--- src/design/utf8cp_pkg.sv ---
package utf8cp_pkg;

  localparam int OFFSET_W = 17;
  localparam int CP_W     = 17;

  // Configuration register indexes
  localparam logic REG_START_OFFSET = 1'b0;
  localparam logic REG_END_OFFSET   = 1'b1;

  // Range rule for the next continuation byte
  typedef enum logic [2:0] {
    CLS_ANY   = 3'd0,
    CLS_A0_BF = 3'd1,
    CLS_80_9F = 3'd2,
    CLS_90_BF = 3'd3,
    CLS_80_8F = 3'd4
  } second_class_t;

  typedef struct packed {
    logic [7:0] text_byte;
    logic       last_byte;
  } in_item_t;

  typedef struct packed {
    logic            success;
    logic [CP_W-1:0] codepoint_start;
    logic [CP_W-1:0] codepoint_end;
  } out_item_t;

  // Scan state carried from byte to byte
  typedef struct packed {
    logic [CP_W-1:0] codepoint_count;
    logic [1:0]      continuations_left;
    second_class_t   second_byte_class;
    logic [CP_W-1:0] start_codepoint;
    logic            start_seen;
    logic            scan_failed;
  } scan_t;

  // Where the current byte sits relative to the limit and offsets
  typedef struct packed {
    logic pos_full;
    logic in_range;
    logic at_start;
    logic at_end;
  } pos_flags_t;

endpackage

--- src/design/utf8cp_channels.sv ---
interface utf8cp_in_if;
  import utf8cp_pkg::*;

  logic     valid;
  logic     ready;
  in_item_t data;

  modport source(output valid, output data, input ready);
  modport sink(input valid, input data, output ready);
endinterface

interface utf8cp_out_if;
  import utf8cp_pkg::*;

  logic      valid;
  logic      ready;
  out_item_t data;

  modport source(output valid, output data, input ready);
  modport sink(input valid, input data, output ready);
endinterface

--- src/design/utf8cp_step.sv ---
module utf8cp_step (
  input  utf8cp_pkg::scan_t      cur,
  input  logic [7:0]             text_byte,
  input  utf8cp_pkg::pos_flags_t flags,
  output utf8cp_pkg::scan_t      nxt
);
  import utf8cp_pkg::*;

  function automatic logic cont_ok(input logic [7:0] b, input second_class_t cls);
    case (cls)
      CLS_A0_BF: cont_ok = (b >= 8'hA0) && (b <= 8'hBF);
      CLS_80_9F: cont_ok = (b >= 8'h80) && (b <= 8'h9F);
      CLS_90_BF: cont_ok = (b >= 8'h90) && (b <= 8'hBF);
      CLS_80_8F: cont_ok = (b >= 8'h80) && (b <= 8'h8F);
      default:   cont_ok = (b & 8'hC0) == 8'h80;
    endcase
  endfunction

  // Advance the scan by one byte
  always_comb begin
    nxt = cur;
    if (!cur.scan_failed) begin
      if (flags.pos_full) begin
        nxt.scan_failed = 1'b1;
      end else if (flags.in_range) begin
        if (cur.continuations_left == 2'd0) begin
          // Byte on a sequence boundary: capture start, decode the lead
          if (flags.at_start) begin
            nxt.start_codepoint = cur.codepoint_count;
            nxt.start_seen      = 1'b1;
          end
          nxt.second_byte_class = CLS_ANY;
          if (text_byte[7] == 1'b0) begin
            nxt.codepoint_count    = cur.codepoint_count + 17'd1;
            nxt.continuations_left = 2'd0;
          end else if (text_byte >= 8'hC2 && text_byte <= 8'hDF) begin
            nxt.continuations_left = 2'd1;
          end else if (text_byte == 8'hE0) begin
            nxt.continuations_left = 2'd2;
            nxt.second_byte_class  = CLS_A0_BF;
          end else if (text_byte == 8'hED) begin
            nxt.continuations_left = 2'd2;
            nxt.second_byte_class  = CLS_80_9F;
          end else if (text_byte >= 8'hE1 && text_byte <= 8'hEF) begin
            nxt.continuations_left = 2'd2;
          end else if (text_byte == 8'hF0) begin
            nxt.continuations_left = 2'd3;
            nxt.second_byte_class  = CLS_90_BF;
          end else if (text_byte == 8'hF4) begin
            nxt.continuations_left = 2'd3;
            nxt.second_byte_class  = CLS_80_8F;
          end else if (text_byte >= 8'hF1 && text_byte <= 8'hF3) begin
            nxt.continuations_left = 2'd3;
          end else begin
            nxt.scan_failed = 1'b1;
          end
        end else if (flags.at_start || !cont_ok(text_byte, cur.second_byte_class)) begin
          nxt.scan_failed = 1'b1;
        end else begin
          // Continuation byte accepted
          nxt.second_byte_class  = CLS_ANY;
          nxt.continuations_left = cur.continuations_left - 2'd1;
          if (cur.continuations_left == 2'd1) begin
            nxt.codepoint_count = cur.codepoint_count + 17'd1;
          end
        end
      end else if (flags.at_end && cur.continuations_left != 2'd0) begin
        nxt.scan_failed = 1'b1;
      end
    end
  end

endmodule

--- src/design/utf8_byte_to_codepoint_range.sv ---
// The byte marked last passes the input register, then its result is registered.
// One byte per cycle unless a last byte waits; texts may follow back to back.
// The per-byte scan state lives in one register set updated from the input register.
// The result register decouples the output; a stalled result does not block bytes
// that are not the last of a text. Synchronous active-high reset clears the scan
// state, the pipeline valids and both offset registers.
module utf8_byte_to_codepoint_range #(
  parameter int MAX_TEXT_BYTES = 65536
) (
  input  logic                            clk,
  input  logic                            rst,
  input  logic                            cfg_we,
  input  logic                            cfg_index,
  input  logic [utf8cp_pkg::OFFSET_W-1:0] cfg_data,
  utf8cp_in_if.sink                       in_ch,
  utf8cp_out_if.source                    out_ch
);
  import utf8cp_pkg::*;

  localparam int POS_W = $clog2(MAX_TEXT_BYTES + 1);
  localparam int CMP_W = (POS_W > OFFSET_W) ? POS_W : OFFSET_W;

  logic [OFFSET_W-1:0] start_offset;
  logic [OFFSET_W-1:0] end_offset;

  logic                s1_valid;
  in_item_t            s1_item;
  logic                s1_adv;
  logic                out_free;
  logic                in_fire;

  logic [POS_W-1:0]    byte_position;
  logic [POS_W-1:0]    byte_position_next;
  scan_t               scan;
  scan_t               scan_next;
  pos_flags_t          flags;

  logic [CMP_W-1:0]    pos_ext;
  logic [CMP_W-1:0]    pos_next_ext;
  logic [CMP_W-1:0]    start_ext;
  logic [CMP_W-1:0]    end_ext;

  out_item_t           result;
  logic                out_valid;
  out_item_t           out_data;

  // Configuration writes
  always_ff @(posedge clk) begin
    if (rst) begin
      start_offset <= '0;
      end_offset   <= '0;
    end else if (cfg_we) begin
      case (cfg_index)
        REG_START_OFFSET: start_offset <= cfg_data;
        REG_END_OFFSET:   end_offset   <= cfg_data;
        default:          ;
      endcase
    end
  end

  // Handshake: only a last byte waits for the result register
  assign out_free    = !out_valid || out_ch.ready;
  assign s1_adv      = s1_valid && (!s1_item.last_byte || out_free);
  assign in_ch.ready = !s1_valid || s1_adv;
  assign in_fire     = in_ch.valid && in_ch.ready;

  // Input register
  always_ff @(posedge clk) begin
    if (rst) begin
      s1_valid <= 1'b0;
    end else begin
      s1_valid <= in_fire || (s1_valid && !s1_adv);
    end
  end

  always_ff @(posedge clk) begin
    if (in_fire) begin
      s1_item <= in_ch.data;
    end
  end

  // Position flags
  assign pos_ext      = CMP_W'(byte_position);
  assign start_ext    = CMP_W'(start_offset);
  assign end_ext      = CMP_W'(end_offset);

  assign flags.pos_full = byte_position >= POS_W'(MAX_TEXT_BYTES);
  assign flags.in_range = pos_ext < end_ext;
  assign flags.at_start = pos_ext == start_ext;
  assign flags.at_end   = pos_ext == end_ext;

  assign byte_position_next = (!scan.scan_failed && !flags.pos_full) ?
                              byte_position + POS_W'(1) : byte_position;
  assign pos_next_ext = CMP_W'(byte_position_next);

  utf8cp_step u_step (
    .cur       (scan),
    .text_byte (s1_item.text_byte),
    .flags     (flags),
    .nxt       (scan_next)
  );

  // Result from the state after this byte
  always_comb begin
    logic ok;
    ok = !scan_next.scan_failed && (start_offset <= end_offset) &&
         (end_ext <= pos_next_ext) && (scan_next.continuations_left == 2'd0);
    result.codepoint_start = '0;
    result.codepoint_end   = '0;
    if (ok) begin
      if (start_offset == end_offset) begin
        result.codepoint_start = scan_next.codepoint_count;
      end else if (scan_next.start_seen) begin
        result.codepoint_start = scan_next.start_codepoint;
      end else begin
        ok = 1'b0;
      end
    end
    if (ok) begin
      result.codepoint_end = scan_next.codepoint_count;
    end else begin
      result.codepoint_start = '0;
    end
    result.success = ok;
  end

  // Scan state: advance per byte, clear after the last byte
  always_ff @(posedge clk) begin
    if (rst) begin
      byte_position <= '0;
      scan          <= '0;
    end else if (s1_adv) begin
      if (s1_item.last_byte) begin
        byte_position <= '0;
        scan          <= '0;
      end else begin
        byte_position <= byte_position_next;
        scan          <= scan_next;
      end
    end
  end

  // Result register
  always_ff @(posedge clk) begin
    if (rst) begin
      out_valid <= 1'b0;
    end else if (s1_adv && s1_item.last_byte) begin
      out_valid <= 1'b1;
    end else if (out_ch.ready) begin
      out_valid <= 1'b0;
    end
  end

  always_ff @(posedge clk) begin
    if (s1_adv && s1_item.last_byte) begin
      out_data <= result;
    end
  end

  assign out_ch.valid = out_valid;
  assign out_ch.data  = out_data;

endmodule

--- src/flat_wrapper.sv ---
// flat-port wrapper written by rule: the top's interface ports become plain ports
module utf8_byte_to_codepoint_range_flat import utf8cp_pkg::*;
#(
  parameter int MAX_TEXT_BYTES = 65536
)
  (clk, rst, cfg_we, cfg_index, cfg_data, in_ch_valid, in_ch_data, in_ch_ready, out_ch_valid, out_ch_data, out_ch_ready);
  utf8cp_in_if in_ch_i ();
  utf8cp_out_if out_ch_i ();
  input  logic clk;
  input  logic rst;
  input  logic cfg_we;
  input  logic cfg_index;
  input  logic [utf8cp_pkg::OFFSET_W-1:0] cfg_data;
  input wire logic [$bits(in_ch_i.valid)-1:0] in_ch_valid;
  input wire logic [$bits(in_ch_i.data)-1:0] in_ch_data;
  output wire logic [$bits(in_ch_i.ready)-1:0] in_ch_ready;
  output wire logic [$bits(out_ch_i.valid)-1:0] out_ch_valid;
  output wire logic [$bits(out_ch_i.data)-1:0] out_ch_data;
  input wire logic [$bits(out_ch_i.ready)-1:0] out_ch_ready;
  assign in_ch_i.valid = in_ch_valid;
  assign in_ch_i.data = in_ch_data;
  assign in_ch_ready = in_ch_i.ready;
  assign out_ch_valid = out_ch_i.valid;
  assign out_ch_data = out_ch_i.data;
  assign out_ch_i.ready = out_ch_ready;
  utf8_byte_to_codepoint_range #(.MAX_TEXT_BYTES(MAX_TEXT_BYTES)) u_core (.clk(clk), .rst(rst), .cfg_we(cfg_we), .cfg_index(cfg_index), .cfg_data(cfg_data), .in_ch(in_ch_i), .out_ch(out_ch_i));
endmodule
--- config.mk ---
export PLATFORM = sky130hd
export DESIGN_NAME = utf8_byte_to_codepoint_range_flat
export DESIGN_NICKNAME = d
export VERILOG_FILES = /design/src/design/utf8cp_pkg.sv /design/src/design/utf8cp_channels.sv /design/src/design/utf8cp_step.sv /design/src/design/utf8_byte_to_codepoint_range.sv /design/src/flat_wrapper.sv
export SDC_FILE = /design/constraint.sdc
export NUM_CORES = 1
export LEC_CHECK = 0
export BUFFER_PORTS_ARGS = -buffer_cell sky130_fd_sc_hd__buf_2
export CAP_MARGIN = 15
export CORE_MARGIN = 4
export CORE_UTILIZATION = 35
export CTS_CLUSTER_DIAMETER = 30
export DETAILED_ROUTE_END_ITERATION = 10
export PLACE_DENSITY_LB_ADDON = 0.12
export SYNTH_ARGS = -nofsm -noshare
export SYNTH_HDL_FRONTEND = slang
export SYNTH_SLANG_ARGS = --single-unit
--- constraint.sdc ---
create_clock -name clk -period 4.9 [get_ports clk]
set_input_delay 0.735 -clock clk [delete_from_list [all_inputs] [get_ports clk]]
set_output_delay 0.735 -clock clk [all_outputs]
set_load 0.02 [all_outputs]
## After elaboration in Yosys (flattened, before gate mapping)

Cells that the tools add are included.
W data, S select, Z words.

| word-level totals | value |
|---|---|
| flip-flop bits (word level) | 138 |
| input port bits | 32 |

| cells by class | value |
|---|---|
| $add $sub $neg | 3 |
| $lt $le $gt $ge | 16 |
| equality and inequality tests | 16 |
| mux-type cells | 49 |
| bitwise logic cells | 1 |
| reductions and logical operators | 38 |

Operators by type and width:

| cell | count |
|---|---|
| $mux W17 | 6 |
| $mux W41 | 2 |
| $mux W40 | 2 |
| $eq A17 B17 Y1 | 3 |
| $ge A8 B8 Y1 const B | 6 |
| $le A8 B8 Y1 const B | 6 |
| $mux W22 | 2 |
| $mux W18 | 2 |
| $add A17 B1 Y17 const B | 2 |
| $le A17 B17 Y1 | 2 |
| $eq A8 B8 Y1 const B | 4 |
| $mux W1 | 22 |
| $ge A17 B17 Y1 const B | 1 |
| $lt A17 B17 Y1 | 1 |
| $logic_and A1 B1 Y1 | 16 |
| $mux W5 | 3 |
| $mux W3 | 4 |
| $mux W2 | 5 |
| $logic_not A1 Y1 | 8 |
| $eq A3 B2 Y1 const B | 2 |
| $reduce_and A2 Y1 | 3 |
| $reduce_bool A2 Y1 | 3 |
| $logic_or A1 B1 Y1 | 5 |
| $reduce_and A5 Y1 | 1 |
| 10 further kinds | 12 |

## Longest topological paths before layout

| logic depth | value |
|---|---|
| word-level depth | 20 |
| gate-level depth with buffers | 18 |
| gate-level depth less buffers | 16 |

## Cells and area by module

Synthesis repeated with hierarchy kept, for this count alone.

| unflattened totals | value |
|---|---|
| cells, all modules | 923 |
| area, all modules | 8101.5 µm² |

By module, submodules not included:

| module | instances | cells an instance | area an instance (µm²) |
|---|---|---|---|
| utf8_byte_to_codepoint_range | 1 | 784 | 7074.3 |
| utf8cp_step | 1 | 139 | 1027.2 |

## Least setup slack after synthesis

Ideal clock, no wire load.

| timing path | value |
|---|---|
| path kind | register to register |
| from | register u_core.byte_position[16] |
| to | register u_core.out_data (netlist bit u_core.out_ch.data[20]), data pin |
| library setup time | 0.158 ns |
| arrival time | 3.820 ns |
| required time | 4.742 ns |
| setup slack | 0.921 ns |
| stages on the path, launching flop included | 19 |
| clock period less this slack | 3.979 ns |
| cell sequence | dfxtp_1 > or2_1 > buf_2 > nor4_1 > and3_1 > and3_1 > and3_1 > xnor2_1 > ha_1 > a21o_1 > a21o_1 > a21oi_1 > nand2_1 > o21ai_0 > o211ai_1 > a2111o_1 > buf_2 > buf_6 > a211oi_2 |

| between the ends | value |
|---|---|
| longest elaborated chain between the ends | 13 |
| elaborated cells between the ends (all ways) | 34 |

Ends and longest elaborated chain:

| what | line | text |
|---|---|---|
| start, declared | utf8_byte_to_codepoint_range.sv:32 | `logic [POS_W-1:0] byte_position;` |
| start signal, assigned | utf8_byte_to_codepoint_range.sv:137 | `byte_position <= byte_position_next;` |
| branches (longest 13 deep; another with $ge A17 B17 Y1) | n/a |  |
| end signal, assigned | utf8_byte_to_codepoint_range.sv:156 | `out_data <= result;` |
| end, declared | utf8_byte_to_codepoint_range.sv:45 | `out_item_t out_data;` |

Several ways; the timed one is not identified. The select of a mux whose other input is x is not followed.
A chain may end at the register's enable or synchronous reset.

## Worst setup path in the final report

| timing path | value |
|---|---|
| from | register u_core.byte_position[16] |
| to | register u_core.out_data (netlist bit u_core.out_ch.data[30]), data pin |

The elaborated chain is that of the path after synthesis.

==> reports/qor.tcl <==
set qor(floorplan.die.width_um) 158
set qor(power.leakage_nw) 3.40
set qor(worst_hold_path.num_cells) 2
set qor(initial_detailed_routing_violation_count) 440
set qor(whs_endpoint) {u_core.scan[21]}
set qor(drt-vias-per-instance) 5.38
set qor(placement.io_buffers) 68
set qor(holdBufCountCts) 0
set qor(timing.setup.critical_path_class) {flop to flop}
set qor(worst_pin_slew_ns) 1.01
set qor(core_area_sq_um) 22000
set qor(layout.cells.most_common) {nand2_1}
set qor(combined_area_of_all_synthesized_cells_sq_um) 7910
set qor(layout.cells.most_common_list) {nand2_1 (115), a21oi_1 (99), dfxtp_1 (94)}
set qor(critical_path_peak_fanout) 35
set qor(grt_antenna_before_repair) 0
set qor(post_route_cells_drive_above_1_share_pct) 13.2
set qor(drt-total-wl_um) 22200
set qor(cts_setup_buffers) 0
set qor(route.detailed.wl_per_inst_um) 17.6
set qor(final_net_count) 1053
set qor(firstDrtPassIters) 5
set qor(remaining_number_of_nets_flagged_by_the_antenna_check_after_routing) 0
set qor(timing.final.hold_violations) 0
set qor(synth_async_sr_flop_share_pct) 0
set qor(setup_viol_count_final) 0
set qor(cts_htree_levels) 4
set qor(layout.area.seq_sq_um) 3200
set qor(track_usage_pct) 17.9
set qor(timing.critical_path.required_ns) 5.16
set qor(finalSetupTns_ns) 0
set qor(fillers) 2280
set qor(finalHoldWorstSlack_ns) 0.479
set qor(dpl.hpwl_um) 15800
set qor(r2r_start) {u_core.byte_position[16]}
set qor(drc_violation_count_after_routing) 0
set qor(synth-main-ff-cell) {dfxtp_1}
set qor(cts_sinks) 138
set qor(fmax_mhz) 228
set qor(routability_congestion) 0.854
set qor(regToRegSetupSlack_ns) 0.51
set qor(die_h_um) 158
set qor(ctsRootBufferMaster) {clkbuf_16}
set qor(postSynthNetCount) 1014
set qor(cp_slowest_cell) {dfxtp_1}
set qor(clock_tree.buffer_depth) 2
set qor(timing.clock.skew_ns) 0.00997
set qor(die_area_sq_um) 25100
set qor(tritoncts.num_buffers) 17
set qor(grt_max_degree) 39
set qor(ioPinCount) 69
set qor(diodes_inserted) 0
set qor(num_rows) 54
set qor(r2r_worst_path_depth) 17
set qor(clkSlewWorstSetupHoldPaths_ns) 0.06
set qor(pwr_density_cell_nw_per_um2) 309
set qor(cts_resized) 0
set qor(critical_path.reg2reg.endpoint) {u_core.out_ch.data[30]}
set qor(synth_area_per_cell_sq_um) 8.54
set qor(synth_warnings) 0
set qor(clock_insertion_delay_worst_skew_ns) 0.42
set qor(footprint_of_the_multi_input_gates_sq_um) 4360
set qor(timing.critical_path.mode_cell) {and3_1}
set qor(final-max-slew-violation-count) 0
set qor(hp-start) {u_core.scan[21]}
set qor(finalWorstPathRequiredPeriod_ns) 4.39
set qor(worstSetupEndpointType) {flop}
set qor(edff_count_synth) 44
set qor(grt_remaining_overflow) 0
set qor(tritoncts) {built}
set qor(yosys.cell_types.count) 61
set qor(grt_first_pass_wirelength_um) 35200
set qor(synth.yosys.seq_area_share_pct) 40.5
set qor(layout_worst_path_cycle_share_pct) 89.6
set qor(timing.critical_path.cells) {or2_1 > nor4_1 > buf_4 > and3_1 > and3_1 > and3_1 > xnor2_1 > ha_1 > a21o_1 > a21o_1 > a21oi_1 > nand2_1 > o21ai_0 > o211ai_1 > a2111o_1 > buf_4 > nor4_2}
set qor(slew-limit-headroom_pct) 32.7
set qor(yosys_register_bits) 138
set qor(worstSetupStartpointType) {flop}
set qor(grt_pass1_vias) 6481
set qor(max_cap_viol_count) 0
set qor(vias_post_dr) 6773
set qor(slowest_stage_delay_cp_ns) 0.38
set qor(synthToLayoutAreaGrowth_pct) 13.8
set qor(cp_data_arrival_time_ns) 4.65
set qor(irDropWorstVdd_uv) 223
set qor(status) {finished clean}
set qor(rsz0062_at_grt) {false}
set qor(initial_utilization_pct) 35.9
set qor(netlist_instances) 926
set qor(min-delay-path-class) {flop to flop}
how the worst max path moves through the flow:
stage,from,endpoint,slack (ns),depth (start not counted)
after CTS,u_core.byte_position[16],u_core.out_ch.data[30],0.47,17
after floorplan,u_core.byte_position[16],u_core.out_ch.data[20],0.92,18
after detailed placement,u_core.byte_position[16],u_core.out_ch.data[30],0.49,17
after global routing,u_core.byte_position[1],u_core.out_ch.data[30],0.14,18
after global placement,u_core.byte_position[16],u_core.out_ch.data[30],0.56,17
final,u_core.byte_position[16],u_core.out_ch.data[30],0.51,17
cell families after synthesis:
family	share of synthesized area, %
flops	40.5
buf+inv	4.43
simple gates	20.8
xor+xnor	4.99
mux	0.522
compound gates	19.9
fa+ha+maj	8.86
per-stage QoR:
step / worst slack, ns / area [sq um] / instances / utilization [%] / total power, W
2_1_floorplan: 0.921 / 7910 / 926 / - / 0.00149
3_3_place_gp: 0.564 / 8460 / 1226 / 38.4 / 0.00162
3_5_place_dp: 0.489 / 8460 / 1226 / 38.4 / 0.00162
4_1_cts: 0.469 / 9000 / 1258 / 40.9 / 0.00282
5_1_grt: 0.143 / 9000 / 1258 / 40.9 / 0.00291
6_report: 0.512 / 9000 / 1258 / 40.9 / 0.00278
registers in the layout, summed over array words and instances (netlist names):
name / count
u_core.scan: 41
u_core.out_ch.data: 35
u_core.byte_position: 17
u_core.end_ext: 17
u_core.start_ext: 17
u_core.s1_item: 9
u_core.out_ch.valid: 1
u_core.s1_valid: 1
critical path: cells and delay by family, from the launching register on:
kind,cells,cell delay (ns)
buf+inv,2,0.45
xor+xnor,1,0.14
fa+ha+maj,1,0.26
compound gates,6,1.19
flops,1,0.38
simple gates,7,1.78
layout make-up:
cell class	count	share of cell area (%)
Multi-Input combinational cell	699	48.4
Sequential cell	138	35.6
Timing Repair Buffer	83	5.03
Clock buffer	20	4.85
Tap cell	280	3.89
Clock inverter	12	1.14
Inverter	26	1.08
Yosys cell counts, types with 2 or more instances:
cell / n / area share (%)
nor2b_1: 7 / 0.55
ha_1: 56 / 8.9
edfxtp_1: 44 / 17
o21ai_0: 42 / 2.7
xnor2_1: 18 / 2.0
o21bai_1: 2 / 0.19
inv_1: 26 / 1.2
nand3_1: 22 / 1.4
or4_1: 3 / 0.28
xor2_1: 27 / 3.0
nand3b_1: 5 / 0.47
a211oi_1: 14 / 1.3
nand2b_1: 3 / 0.24
o41ai_1: 2 / 0.22
a21boi_1: 2 / 0.19
a22oi_1: 28 / 2.7
clkbuf_1: 53 / 2.5
o2111a_1: 2 / 0.28
dfxtp_1: 94 / 24
o221ai_1: 2 / 0.22
mux2i_1: 3 / 0.38
o21a_1: 7 / 0.66
nor2_1: 91 / 4.3
nand2_1: 115 / 5.5
nor3_1: 20 / 1.3
a211oi_2: 9 / 1.4
nand4_1: 16 / 1.3
a21o_1: 12 / 1.1
buf_2: 7 / 0.44
and3b_1: 2 / 0.22
and2_1: 4 / 0.32
or3_1: 13 / 1.0
o21ai_1: 3 / 0.19
a21oi_1: 99 / 6.3
and3_1: 25 / 2.0
or2_2: 2 / 0.16
nor4_1: 12 / 0.95
a2111o_1: 2 / 0.28
o211ai_1: 3 / 0.28
a31oi_1: 7 / 0.55
buf_1: 2 / 0.095
where the power goes:
group          internal, W  total [W]  switching (W)
Clock             0.000694    0.00119       0.000495
Combinational     0.000115   0.000356       0.000241
Sequential         0.00121    0.00123      0.0000261
Total              0.00202    0.00278       0.000762
per-layer routing:
metal,track usage [%],part of all wire [%]
met5,0,0
met4,3.98,0.97
met3,3.23,3.4
met2,31.5,50
met1,23.0,45
Note: power is estimated with default switching activity, not from simulation.
